`src/sv/smsr_pkg.sv`:
```
package smsr_pkg;

	// Shuffle table geometry (depth is a power of two)
	localparam int TABLE_DEPTH = 32;
	localparam int IDX_W       = $clog2(TABLE_DEPTH);
	localparam int IDX_SHIFT   = 31 - IDX_W;

	// Generator constants
	localparam logic [30:0] MS_MOD   = 31'h7FFF_FFFF;
	localparam logic [14:0] MS_MULT  = 15'd16807;
	localparam int          WARMUP   = 8;
	localparam int          SEED_STEPS = TABLE_DEPTH + WARMUP;
	localparam int          CNT_W    = $clog2(SEED_STEPS);

	// Controller to datapath commands
	typedef struct packed {
		logic load_seed;
		logic seed_run;
		logic draw_rd;
		logic draw_wr;
	} smsr_cmd_t;

	// Datapath to controller status
	typedef struct packed {
		logic prev_zero;
		logic seed_last;
	} smsr_sts_t;

	// One multiply-mod step: x * 16807 mod (2^31 - 1), Mersenne fold
	function automatic logic [30:0] ms_next(input logic [30:0] x);
		logic [45:0] prod;
		logic [31:0] fold;
		logic [31:0] red;
		prod = 46'(x) * 46'(MS_MULT);
		fold = {1'b0, prod[30:0]} + 32'(prod[45:31]);
		red  = fold - {1'b0, MS_MOD};
		if (fold >= {1'b0, MS_MOD}) begin
			ms_next = red[30:0];
		end else begin
			ms_next = fold[30:0];
		end
	endfunction

endpackage

```
`src/sv/smsr_if.sv`:
```
// Configuration write channel: seed register
interface smsr_cfg_if;
	logic        valid;
	logic        ready;
	logic [30:0] seed;
	modport source (output valid, output seed, input ready);
	modport sink   (input valid, input seed, output ready);
endinterface

// Request channel: one item asks for one draw
interface smsr_req_if;
	logic valid;
	logic ready;
	logic reseed;
	modport source (output valid, output reseed, input ready);
	modport sink   (input valid, input reseed, output ready);
endinterface

// Result channel: one sample per request
interface smsr_rsp_if;
	logic        valid;
	logic        ready;
	logic [30:0] sample;
	modport source (output valid, output sample, input ready);
	modport sink   (input valid, input sample, output ready);
endinterface

```
`src/sv/smsr_ram.sv`:
```
module smsr_ram #(
	parameter int WIDTH = 31,
	parameter int DEPTH = 32
) (
	input  logic                     clk,
	input  logic                     we,
	input  logic [$clog2(DEPTH)-1:0] waddr,
	input  logic [WIDTH-1:0]         wdata,
	input  logic                     re,
	input  logic [$clog2(DEPTH)-1:0] raddr,
	output logic [WIDTH-1:0]         rdata
);

	logic [WIDTH-1:0] mem [DEPTH];

	// Write port
	always_ff @(posedge clk) begin
		if (we) begin
			mem[waddr] <= wdata;
		end
	end

	// Registered read, held between reads
	always_ff @(posedge clk) begin
		if (re) begin
			rdata <= mem[raddr];
		end
	end

endmodule

```
`src/sv/smsr_datapath.sv`:
```
module smsr_datapath (
	input  logic                clk,
	input  logic                arst_n,
	input  logic                cfg_we,
	input  logic [30:0]         cfg_seed,
	input  smsr_pkg::smsr_cmd_t cmd,
	output smsr_pkg::smsr_sts_t sts,
	output logic [30:0]         sample
);
	import smsr_pkg::*;

	localparam logic [CNT_W-1:0] CNT_LAST   = CNT_W'(SEED_STEPS - 1);
	localparam logic [CNT_W-1:0] CNT_WARMUP = CNT_W'(WARMUP);

	logic [30:0]      seed_q;
	logic [30:0]      gen_q;
	logic [30:0]      prev_q;
	logic [30:0]      sample_q;
	logic [CNT_W-1:0] cnt_q;
	logic [IDX_W-1:0] idx_q;

	logic [30:0]      gen_nxt;
	logic [30:0]      seed_fix;
	logic [CNT_W-1:0] seed_slot;
	logic [IDX_W-1:0] draw_idx;
	logic             ram_we;
	logic [IDX_W-1:0] ram_waddr;
	logic [30:0]      ram_wdata;
	logic [30:0]      ram_rdata;

	// Next generator value and start value (zero or modulus taken as one)
	assign gen_nxt  = ms_next(gen_q);
	assign seed_fix = (seed_q == '0 || seed_q == MS_MOD) ? 31'd1 : seed_q;

	// Table slot filled by this seeding step, counted down from the top
	assign seed_slot = CNT_LAST - cnt_q;
	assign draw_idx  = prev_q[30:IDX_SHIFT];

	// Steer the single write port
	assign ram_we    = (cmd.seed_run && cnt_q >= CNT_WARMUP) || cmd.draw_wr;
	assign ram_waddr = cmd.draw_wr ? idx_q : seed_slot[IDX_W-1:0];
	assign ram_wdata = cmd.draw_wr ? gen_q : gen_nxt;

	smsr_ram #(
		.WIDTH (31),
		.DEPTH (TABLE_DEPTH)
	) u_table (
		.clk   (clk),
		.we    (ram_we),
		.waddr (ram_waddr),
		.wdata (ram_wdata),
		.re    (cmd.draw_rd),
		.raddr (draw_idx),
		.rdata (ram_rdata)
	);

	// Seed register
	always_ff @(posedge clk or negedge arst_n) begin
		if (!arst_n) begin
			seed_q <= 31'd1;
		end else if (cfg_we) begin
			seed_q <= cfg_seed;
		end
	end

	// Generator, previous output and seeding counter
	always_ff @(posedge clk or negedge arst_n) begin
		if (!arst_n) begin
			gen_q  <= '0;
			prev_q <= '0;
			cnt_q  <= '0;
		end else begin
			if (cmd.load_seed) begin
				gen_q <= seed_fix;
				cnt_q <= '0;
			end
			if (cmd.seed_run) begin
				gen_q <= gen_nxt;
				cnt_q <= cnt_q + 1'b1;
				if (cnt_q == CNT_LAST) begin
					prev_q <= gen_nxt;
				end
			end
			if (cmd.draw_rd) begin
				gen_q <= gen_nxt;
			end
			if (cmd.draw_wr) begin
				prev_q <= ram_rdata;
			end
		end
	end

	// Hold the drawn index and the result item
	always_ff @(posedge clk) begin
		if (cmd.draw_rd) begin
			idx_q <= draw_idx;
		end
		if (cmd.draw_wr) begin
			sample_q <= ram_rdata;
		end
	end

	assign sts.prev_zero = (prev_q == '0);
	assign sts.seed_last = (cnt_q == CNT_LAST);
	assign sample        = sample_q;

endmodule

```
`src/sv/smsr_ctrl.sv`:
```
module smsr_ctrl (
	input  logic                clk,
	input  logic                arst_n,
	input  logic                in_valid,
	input  logic                reseed,
	output logic                in_ready,
	output logic                out_valid,
	input  logic                out_ready,
	output smsr_pkg::smsr_cmd_t cmd,
	input  smsr_pkg::smsr_sts_t sts
);
	import smsr_pkg::*;

	localparam logic [1:0] ST_IDLE    = 2'd0;
	localparam logic [1:0] ST_SEED    = 2'd1;
	localparam logic [1:0] ST_DRAW_RD = 2'd2;
	localparam logic [1:0] ST_DRAW_WR = 2'd3;

	logic [1:0] state_q;
	logic [1:0] state_d;
	logic       out_valid_q;
	logic       accept;
	logic       need_seed;
	logic       out_free;

	assign in_ready  = (state_q == ST_IDLE);
	assign accept    = in_valid && in_ready;
	assign need_seed = reseed || sts.prev_zero;
	assign out_free  = !out_valid_q || out_ready;

	// Decode commands and next state
	always_comb begin
		cmd     = '0;
		state_d = state_q;
		unique case (state_q)
			ST_IDLE: begin
				if (accept) begin
					if (need_seed) begin
						cmd.load_seed = 1'b1;
						state_d       = ST_SEED;
					end else begin
						cmd.draw_rd = 1'b1;
						state_d     = ST_DRAW_WR;
					end
				end
			end
			ST_SEED: begin
				cmd.seed_run = 1'b1;
				if (sts.seed_last) begin
					state_d = ST_DRAW_RD;
				end
			end
			ST_DRAW_RD: begin
				cmd.draw_rd = 1'b1;
				state_d     = ST_DRAW_WR;
			end
			ST_DRAW_WR: begin
				if (out_free) begin
					cmd.draw_wr = 1'b1;
					state_d     = ST_IDLE;
				end
			end
			default: begin
				state_d = ST_IDLE;
			end
		endcase
	end

	// Advance state, hold the result valid until taken
	always_ff @(posedge clk or negedge arst_n) begin
		if (!arst_n) begin
			state_q     <= ST_IDLE;
			out_valid_q <= 1'b0;
		end else begin
			state_q <= state_d;
			if (cmd.draw_wr) begin
				out_valid_q <= 1'b1;
			end else if (out_ready) begin
				out_valid_q <= 1'b0;
			end
		end
	end

	assign out_valid = out_valid_q;

endmodule

```
`src/sv/shuffled_minimal_standard_rng.sv`:
```
// Channel  Role    Payload               Accepted when
// cfg      sink    seed   [30:0]         cfg.valid && cfg.ready (ready always high)
// req      sink    reseed                req.valid && req.ready
// rsp      source  sample [30:0]         rsp.valid && rsp.ready
//
// A draw reads the table at the accept edge, then writes back and loads the result
// through the single write port of the shuffle table.
// A seeding draw (reseed, or first item after reset) loads the seed, runs the
// 40-step multiply-mod seeding sequence, one step per cycle, then draws as above.
// Reset clears the generator and previous output, so the first item seeds.
// A waiting result holds the block in its write-back step until taken.
module shuffled_minimal_standard_rng (
	input  logic clk,
	input  logic arst_n,
	smsr_cfg_if.sink   cfg,
	smsr_req_if.sink   req,
	smsr_rsp_if.source rsp
);
	import smsr_pkg::*;

	smsr_cmd_t cmd;
	smsr_sts_t sts;

	assign cfg.ready = 1'b1;

	smsr_ctrl u_ctrl (
		.clk       (clk),
		.arst_n    (arst_n),
		.in_valid  (req.valid),
		.reseed    (req.reseed),
		.in_ready  (req.ready),
		.out_valid (rsp.valid),
		.out_ready (rsp.ready),
		.cmd       (cmd),
		.sts       (sts)
	);

	smsr_datapath u_dp (
		.clk      (clk),
		.arst_n   (arst_n),
		.cfg_we   (cfg.valid),
		.cfg_seed (cfg.seed),
		.cmd      (cmd),
		.sts      (sts),
		.sample   (rsp.sample)
	);

endmodule

```
`src/flat_wrapper.sv`:
```
// flat-port wrapper written by rule: the top's interface ports become plain ports
module shuffled_minimal_standard_rng_flat import smsr_pkg::*;
  (clk, arst_n, cfg_valid, cfg_seed, cfg_ready, req_valid, req_reseed, req_ready, rsp_valid, rsp_sample, rsp_ready);
  smsr_cfg_if cfg_i ();
  smsr_req_if req_i ();
  smsr_rsp_if rsp_i ();
  input  logic clk;
  input  logic arst_n;
  input wire logic [$bits(cfg_i.valid)-1:0] cfg_valid;
  input wire logic [$bits(cfg_i.seed)-1:0] cfg_seed;
  output wire logic [$bits(cfg_i.ready)-1:0] cfg_ready;
  input wire logic [$bits(req_i.valid)-1:0] req_valid;
  input wire logic [$bits(req_i.reseed)-1:0] req_reseed;
  output wire logic [$bits(req_i.ready)-1:0] req_ready;
  output wire logic [$bits(rsp_i.valid)-1:0] rsp_valid;
  output wire logic [$bits(rsp_i.sample)-1:0] rsp_sample;
  input wire logic [$bits(rsp_i.ready)-1:0] rsp_ready;
  assign cfg_i.valid = cfg_valid;
  assign cfg_i.seed = cfg_seed;
  assign cfg_ready = cfg_i.ready;
  assign req_i.valid = req_valid;
  assign req_i.reseed = req_reseed;
  assign req_ready = req_i.ready;
  assign rsp_valid = rsp_i.valid;
  assign rsp_sample = rsp_i.sample;
  assign rsp_i.ready = rsp_ready;
  shuffled_minimal_standard_rng u_core (.clk(clk), .arst_n(arst_n), .cfg(cfg_i), .req(req_i), .rsp(rsp_i));
endmodule
```
`config.mk`:
```
export PLATFORM = sky130hd
export DESIGN_NAME = shuffled_minimal_standard_rng_flat
export DESIGN_NICKNAME = d
export VERILOG_FILES = /design/src/sv/smsr_pkg.sv /design/src/sv/smsr_if.sv /design/src/sv/smsr_ram.sv /design/src/sv/smsr_datapath.sv /design/src/sv/smsr_ctrl.sv /design/src/sv/shuffled_minimal_standard_rng.sv /design/src/flat_wrapper.sv
export SDC_FILE = /design/constraint.sdc
export NUM_CORES = 2
export LEC_CHECK = 0
export BUFFER_PORTS_ARGS = -buffer_cell sky130_fd_sc_hd__clkbuf_2
export CORE_MARGIN = 1
export CORE_UTILIZATION = 46
export CTS_CLUSTER_SIZE = 24
export DETAILED_ROUTE_END_ITERATION = 10
export SYNTH_ARGS = -nofsm -noshare
export SYNTH_HDL_FRONTEND = slang
export SYNTH_SLANG_ARGS = --single-unit
```
`constraint.sdc`:
```
create_clock -name clk -period 24 [get_ports clk]
set_clock_uncertainty 0.15 [all_clocks]
set_input_delay 3.6 -clock clk [delete_from_list [all_inputs] [get_ports clk]]
set_output_delay 3.6 -clock clk [all_outputs]
set_load 0.02 [all_outputs]
```
# --- Word-level counts from Yosys, hierarchy flattened ---
# Memory sizes are Yosys's and may differ from the RTL's. A register that Yosys moved wholly into a read port is not among the register bits.
# Cells that the tools add are included.
word_totals:
  output_inout_bits: 34
  ram_bits: 992
  register_bits: 138
  memories: 1
memory_table:
  columns: ["name", "depth", "width", "rd", "rd_ports_with_merged_regs", "wr", "line_no", "rtl"]
  rows:
  - ["u_core.u_dp.u_table.mem", 32, 31, 1, 1, 1, "smsr_ram.sv:14", "logic [WIDTH-1:0] mem [DEPTH];"]
op_classes:
  eq_ne: 8
  order_cmp: 2
  reduce_logical: 17
  n_addsub: 4
  n_mux: 30
  mul: 1
op_table:
  columns: ["cell", "count"]
  rows:
  - ["2-to-1 mux 31 bit", 9]
  - ["zero test 31 bit", 2]
  - ["multiplier 31 x 15 -> 46 bit, second input constant", 1]
  - ["adder 31 x 15 -> 32 bit", 1]
  - [">= comparator 32 x 31 -> 1 bit, second input constant", 1]
  - ["equality test 31 bit, second input constant", 1]
  - ["subtractor 31 bit, second input constant", 1]
  - ["2-to-1 mux 1 bit", 12]
  - ["2-to-1 mux 6 bit", 2]
  - ["2-to-1 mux 2 bit", 4]
  - ["one-hot mux 2 bit (4 select lines)", 1]
  - ["nonzero test 2 bit", 4]
  - ["adder 6 x 1 -> 6 bit, second input constant", 1]
  - ["equality test 6 bit, second input constant", 1]
  - [">= comparator 6 x 4 -> 1 bit, second input constant", 1]
  - ["2-to-1 mux 5 bit", 1]
  - ["subtractor 3 x 5 -> 5 bit, first input constant", 1]
  - ["equality test 2 bit, second input constant", 2]
  - ["logical OR 1 bit", 4]
  - ["!= test 2 x 1 -> 1 bit, second input constant", 2]
  - ["AND reduction 3 bit", 1]
  - ["nonzero test 3 bit", 1]
  - ["equality test 2 x 1 -> 1 bit, second input constant", 1]
  - ["logical AND 1 bit", 2]
  - ["other kinds (5)", 5]

# --- Logic depth before layout (Yosys ltp) ---
logic_depth:
  word_depth: 8
  mapped_depth: 42
  mapped_depth_nobuf: 39

# --- By module ---
# A second synthesis with hierarchy kept.
hier_totals:
  hier_cells: 3909
  hier_area_um2: 55635.9
by_module_without_submodules:
  columns: ["module", "instances", "seq_area_each_um2", "area_per_inst_um2", "cells_each"]
  rows:
  - ["smsr_ram", 1, 30719.5, 39474.1, 2192]
  - ["smsr_datapath", 1, 3559.7, 15897.7, 1690]
  - ["smsr_ctrl", 1, 75.1, 252.7, 25]
  - ["shuffled_minimal_standard_rng", 1, 0.0, 11.3, 2]

# --- Worst setup path after synthesis ---
# No wires, ideal clock.
synth_path:
  kind: "reg2reg"
  from: "register u_core.u_dp.gen_q[13]"
  to: "memory u_core.u_dp.u_table.mem[0][15] (data pin)"
  synth_period_minus_slack_ns: 10.696
  path_stages_with_launch: 39
  required_ns: 23.396
  arrival_time_ns: 10.092
  path_slack_ns: 13.304
  path_cell_list: "dfrtp_1 > inv_1 > fa_1 > inv_1 > ha_1 > inv_1 > fa_1 > fa_1 > inv_1 > fa_1 > fa_1 > ha_1 > buf_2 > a21oi_2 > nand2_1 > a221o_1 > o21ai_1 > a31oi_1 > (+3 left out) > o21ai_0 > o41ai_1 > o21bai_1 > a21oi_1 > xnor2_1 > ha_1 > a21oi_1 > o21ai_0 > a21o_1 > and4b_1 > buf_6 > a311o_1 > o211a_2 > nor4_4 > buf_6 > o211a_1 > o21ai_1 > o21ai_0"
synth_between:
  elab_chain_len: 5
  word_cells_on_any_way: 6
  classes_between: "2 x add/sub; 1 x mul; 1 x order compare; 2 x mux"
synth_rtl:
  columns: ["item", "line_no", "rtl"]
  rows:
  - ["from (decl)", "smsr_datapath.sv:16", "logic [30:0] gen_q;"]
  - ["from (signal assigned)", "smsr_datapath.sv:74", "gen_q <= seed_fix;"]
  - ["from (signal assigned)", "smsr_datapath.sv:78", "gen_q <= gen_nxt;"]
  - ["from (signal assigned)", "smsr_datapath.sv:85", "gen_q <= gen_nxt;"]
  - ["multiplier 31 x 15 -> 46 bit (*)", "smsr_pkg.sv:34", "prod = 46'(x) * 46'(MS_MULT);"]
  - ["adder 31 x 15 -> 32 bit (*)", "smsr_pkg.sv:35", "fold = {1'b0, prod[30:0]} + 32'(prod[45:31]);"]
  - ["subtractor 31 bit / >= comparator 32 x 31 -> 1 bit (equally long branches)", "smsr_pkg.sv:36, smsr_pkg.sv:37", null]
  - ["2-to-1 mux 31 bit (*)", "smsr_pkg.sv:37", "if (fold >= {1'b0, MS_MOD}) begin"]
  - ["2-to-1 mux 31 bit (*)", "smsr_datapath.sv:42", "assign ram_wdata = cmd.draw_wr ? gen_q : gen_nxt;"]
  - ["net u_core.u_dp.ram_wdata[15]", "smsr_datapath.sv:28", "logic [30:0] ram_wdata;"]
  - ["to (decl)", "smsr_ram.sv:14", null]
# Mark *: on every way through the listed nets, which the timed path passes. The rest lies on a longest branch.

# --- Final worst setup path ---
layout_path:
  from: "register u_core.u_dp.gen_q[10]"
  to: "memory u_core.u_dp.u_table.mem[28][2] (data pin)"
# The elaborated chain is that of the path after synthesis.

==> impl_results.md <==
- Status: finished clean
- Final Critical Period: 12.29 ns
- Fin. Hold Viols: 0
- Final setup fails: 0
- CTS Buf Count: roughly 120
- Primary FF master, synth: edfxtp_1
- Worst min path class: register to register
- GR Overflow Total: 0
- Hold Slack: between 0.3 and 0.4 ns
- Worst path slowest cell: nor2b_1
- Maximum clock frequency: ~81 MHz
- Area growth, synth to finish: 11.9%
- Max-slew headroom: under 10%
- Clock tree buffer depth: 3
- R2R cell count: 37
- Synth warn: 0
- Final setup TNS: 0 ns
- Resized Gates After CTS: 0
- PortBufs: between 60 and 70
- Starting Density: a little under half
- CP arrival: between 10 and 15 ns
- Worst-Margin Slew: between 1 and 1.5 ns
- Worst-Skew Late Latency: around 0.72 ns
- Die height: approximately 350 um
- First-pass GRT wire length: 219000 um
- CP Class: register to register
- Iteration-0 DRC Markers: around 3300
- Cell area after synthesis: ~55000 um2
- Max cap viols: 0
- Hold-fix buffers at CTS: 0
- DRC: 0
- Layout cells sized above 1: a little under a quarter
- Via count: approximately 30000
- Clock Sinks: around 1200
- Fin nets: ~3800
- Unrepaired setup endpoints after global routing: false
- Endpoint type of the worst setup path: register
- Count leader, synth: edfxtp_1
- DR pass1 iterations: 7
- Slew Limit Fails: 0
- CP Launch Type: register
- Post-synthesis sequential area ratio: 62.8%
- GP Congestion: ~0.92
- Largest net degree at the start of global routing: 96
- Routed wire per std cell: roughly 30 um
- RR Endpoint: u_core.u_dp.u_table.mem[28][2]
- Mapped Cells: between 3000 and 4000
- Post-DP HPWL: roughly 100000 um
- Worst r2r src: u_core.u_dp.gen_q[10]
- Hold EP: u_core.u_dp.sample[30]
- Antenna Nets Post-Route: 0
- H-tree Lvls: 3
- Reg2reg setup slack: approximately 12 ns
- Ys async rst share: 8.79%
- Synth top area share: approximately three fifths
- Clock root buffer: clkbuf_16
- Yosys reg bits: 1161
- Num rows: 126
- Die footprint: roughly 120000 um2
- IO Pins: 71
- Final instance area: just over 60000 um2
- Biggest area consumer among synthesized cells: edfxtp_1
- Mean area per synthesized cell: between 15 and 20 um2
- Period utilization: slightly above 50%
- Placed cell area: 57300 um2
- Vias per cell: 6.06
- Distinct cells, synth: 90
- Vias in the first global route: between 30000 and 40000
- Number of flops mapped to enable cells by yosys: 1059
- Post-CTS setup buffers: 0
- Syn nets: roughly 3600
- Hold Path Origin: u_core.u_dp.u_table.rdata[30]
- WP data required: roughly 24 ns
- Worst-path clk slew: about 0.060 ns
- Crit-path most repeated cell: inv_1
- Detailed Route WL: 153000 um
- Commonest cells in the netlist: edfxtp_1, mux4_2, inv_1
- CTS tree: built
- Synth area leaders: edfxtp_1, mux4_2, fa_1
- WHS Path Cells: 0
- Core Region: around 120000 um2
- GRT Util Overall: 25.6%
- Initial antenna violation count: 5
- Die Wd: roughly 350 um
- Worst-path fanout max: 32
- Crit path largest cell delay: 0.94 ns
[how the worst max path moves through the flow]
stage / slack [ns] / startpoint / cells past startpoint / end
3_5_place_dp: 11.93 / u_core.u_dp.gen_q[10] / 37 / u_core.u_dp.u_table.mem[22][15]
5_1_grt: 10.88 / u_core.u_dp.gen_q[10] / 37 / u_core.u_dp.u_table.mem[26][2]
3_3_place_gp: 12.25 / u_core.u_dp.gen_q[10] / 37 / u_core.u_dp.u_table.mem[31][15]
2_1_floorplan: 13.30 / u_core.u_dp.gen_q[13] / 38 / u_core.u_dp.u_table.mem[0][15]
6_report: 11.71 / u_core.u_dp.gen_q[10] / 37 / u_core.u_dp.u_table.mem[28][2]
4_1_cts: 11.91 / u_core.u_dp.gen_q[10] / 37 / u_core.u_dp.u_table.mem[28][2]
[cell type report]
| cell class | instances | area (um2) |
|---|---|---|
| inverter | 294 | 1110 |
| sequential | 1161 | 34400 |
| fill | 9473 | 56700 |
| multi-input combinational | 1670 | 19000 |
| timing repair buffer | 141 | 901 |
| clock inverter | 80 | 845 |
| clock buffer | 136 | 3020 |
| tap | 1536 | 1920 |
| antenna | 1 | 2.50 |
[flip-flops by register name, indices dropped and copies added (netlist names)]
signal                     cells
u_core.u_ctrl.state_q          2
u_core.u_dp.idx_q              5
u_core.u_dp.seed_q            31
u_core.u_dp.u_table.mem      992
u_core.u_ctrl.out_valid        1
u_core.u_dp.sample            31
u_core.u_dp.cnt_q              6
u_core.u_dp.gen_q             31
u_core.u_dp.u_table.rdata     31
u_core.u_dp.prev_q            31
[cells in the final DEF (no fill, tap or decap), types with 68 or more instances in the layout]
cell	count
inv_1	293
mux4_2	310
clkbuf_16	117
nand2_1	129
buf_4	72
dfrtp_1	96
a21oi_1	113
edfxtp_1	1059
ha_1	210
fa_1	134
clkbuf_2	68
nor2_1	97
[logic make-up after synthesis]
family                     share of synthesized area, %
DFF                                                62.8
and+or+nand+nor                                    4.24
buffers and inverters                              3.07
AOI/OAI and AO/OA                                  4.61
muxes                                              14.2
adders and majority gates                          9.71
xor gates and xnor gates                           1.31
other                                           0.00686
[metrics by stage]
stage	setup WS [ns]	instances	util, %
after global placement	12.25	4802	48.6
final	11.71	5019	51.9
after detailed placement	11.93	4802	48.6
after floorplan	13.30	3266	-
after CTS	11.91	5018	51.9
after global routing	10.88	5018	51.9
[layer usage]
layer	part of all wire (%)	global-route usage, %	routed length (um)	up-vias
li1	-	-	-	12852
met1	41	35.6	63000	16071
met2	48	40.9	73200	1210
met3	7.1	4.31	10900	255
met4	3.6	8.71	5480	6
met5	0.028	0	43	-
[worst max-delay path: cells and delay by family, from the launching register on]
kind | cells | cell delay [ns]
AOI/OAI and AO/OA | 15 | 4.62
DFF | 1 | 0.61
and+or+nand+nor | 6 | 2.24
buffers and inverters | 6 | 0.48
xor gates and xnor gates | 2 | 0.34
adders and majority gates | 8 | 3.45
Power is left out: the tool's default activity adds up to more than one toggle a clock period on the data nets, which glitch-free logic cannot reach.
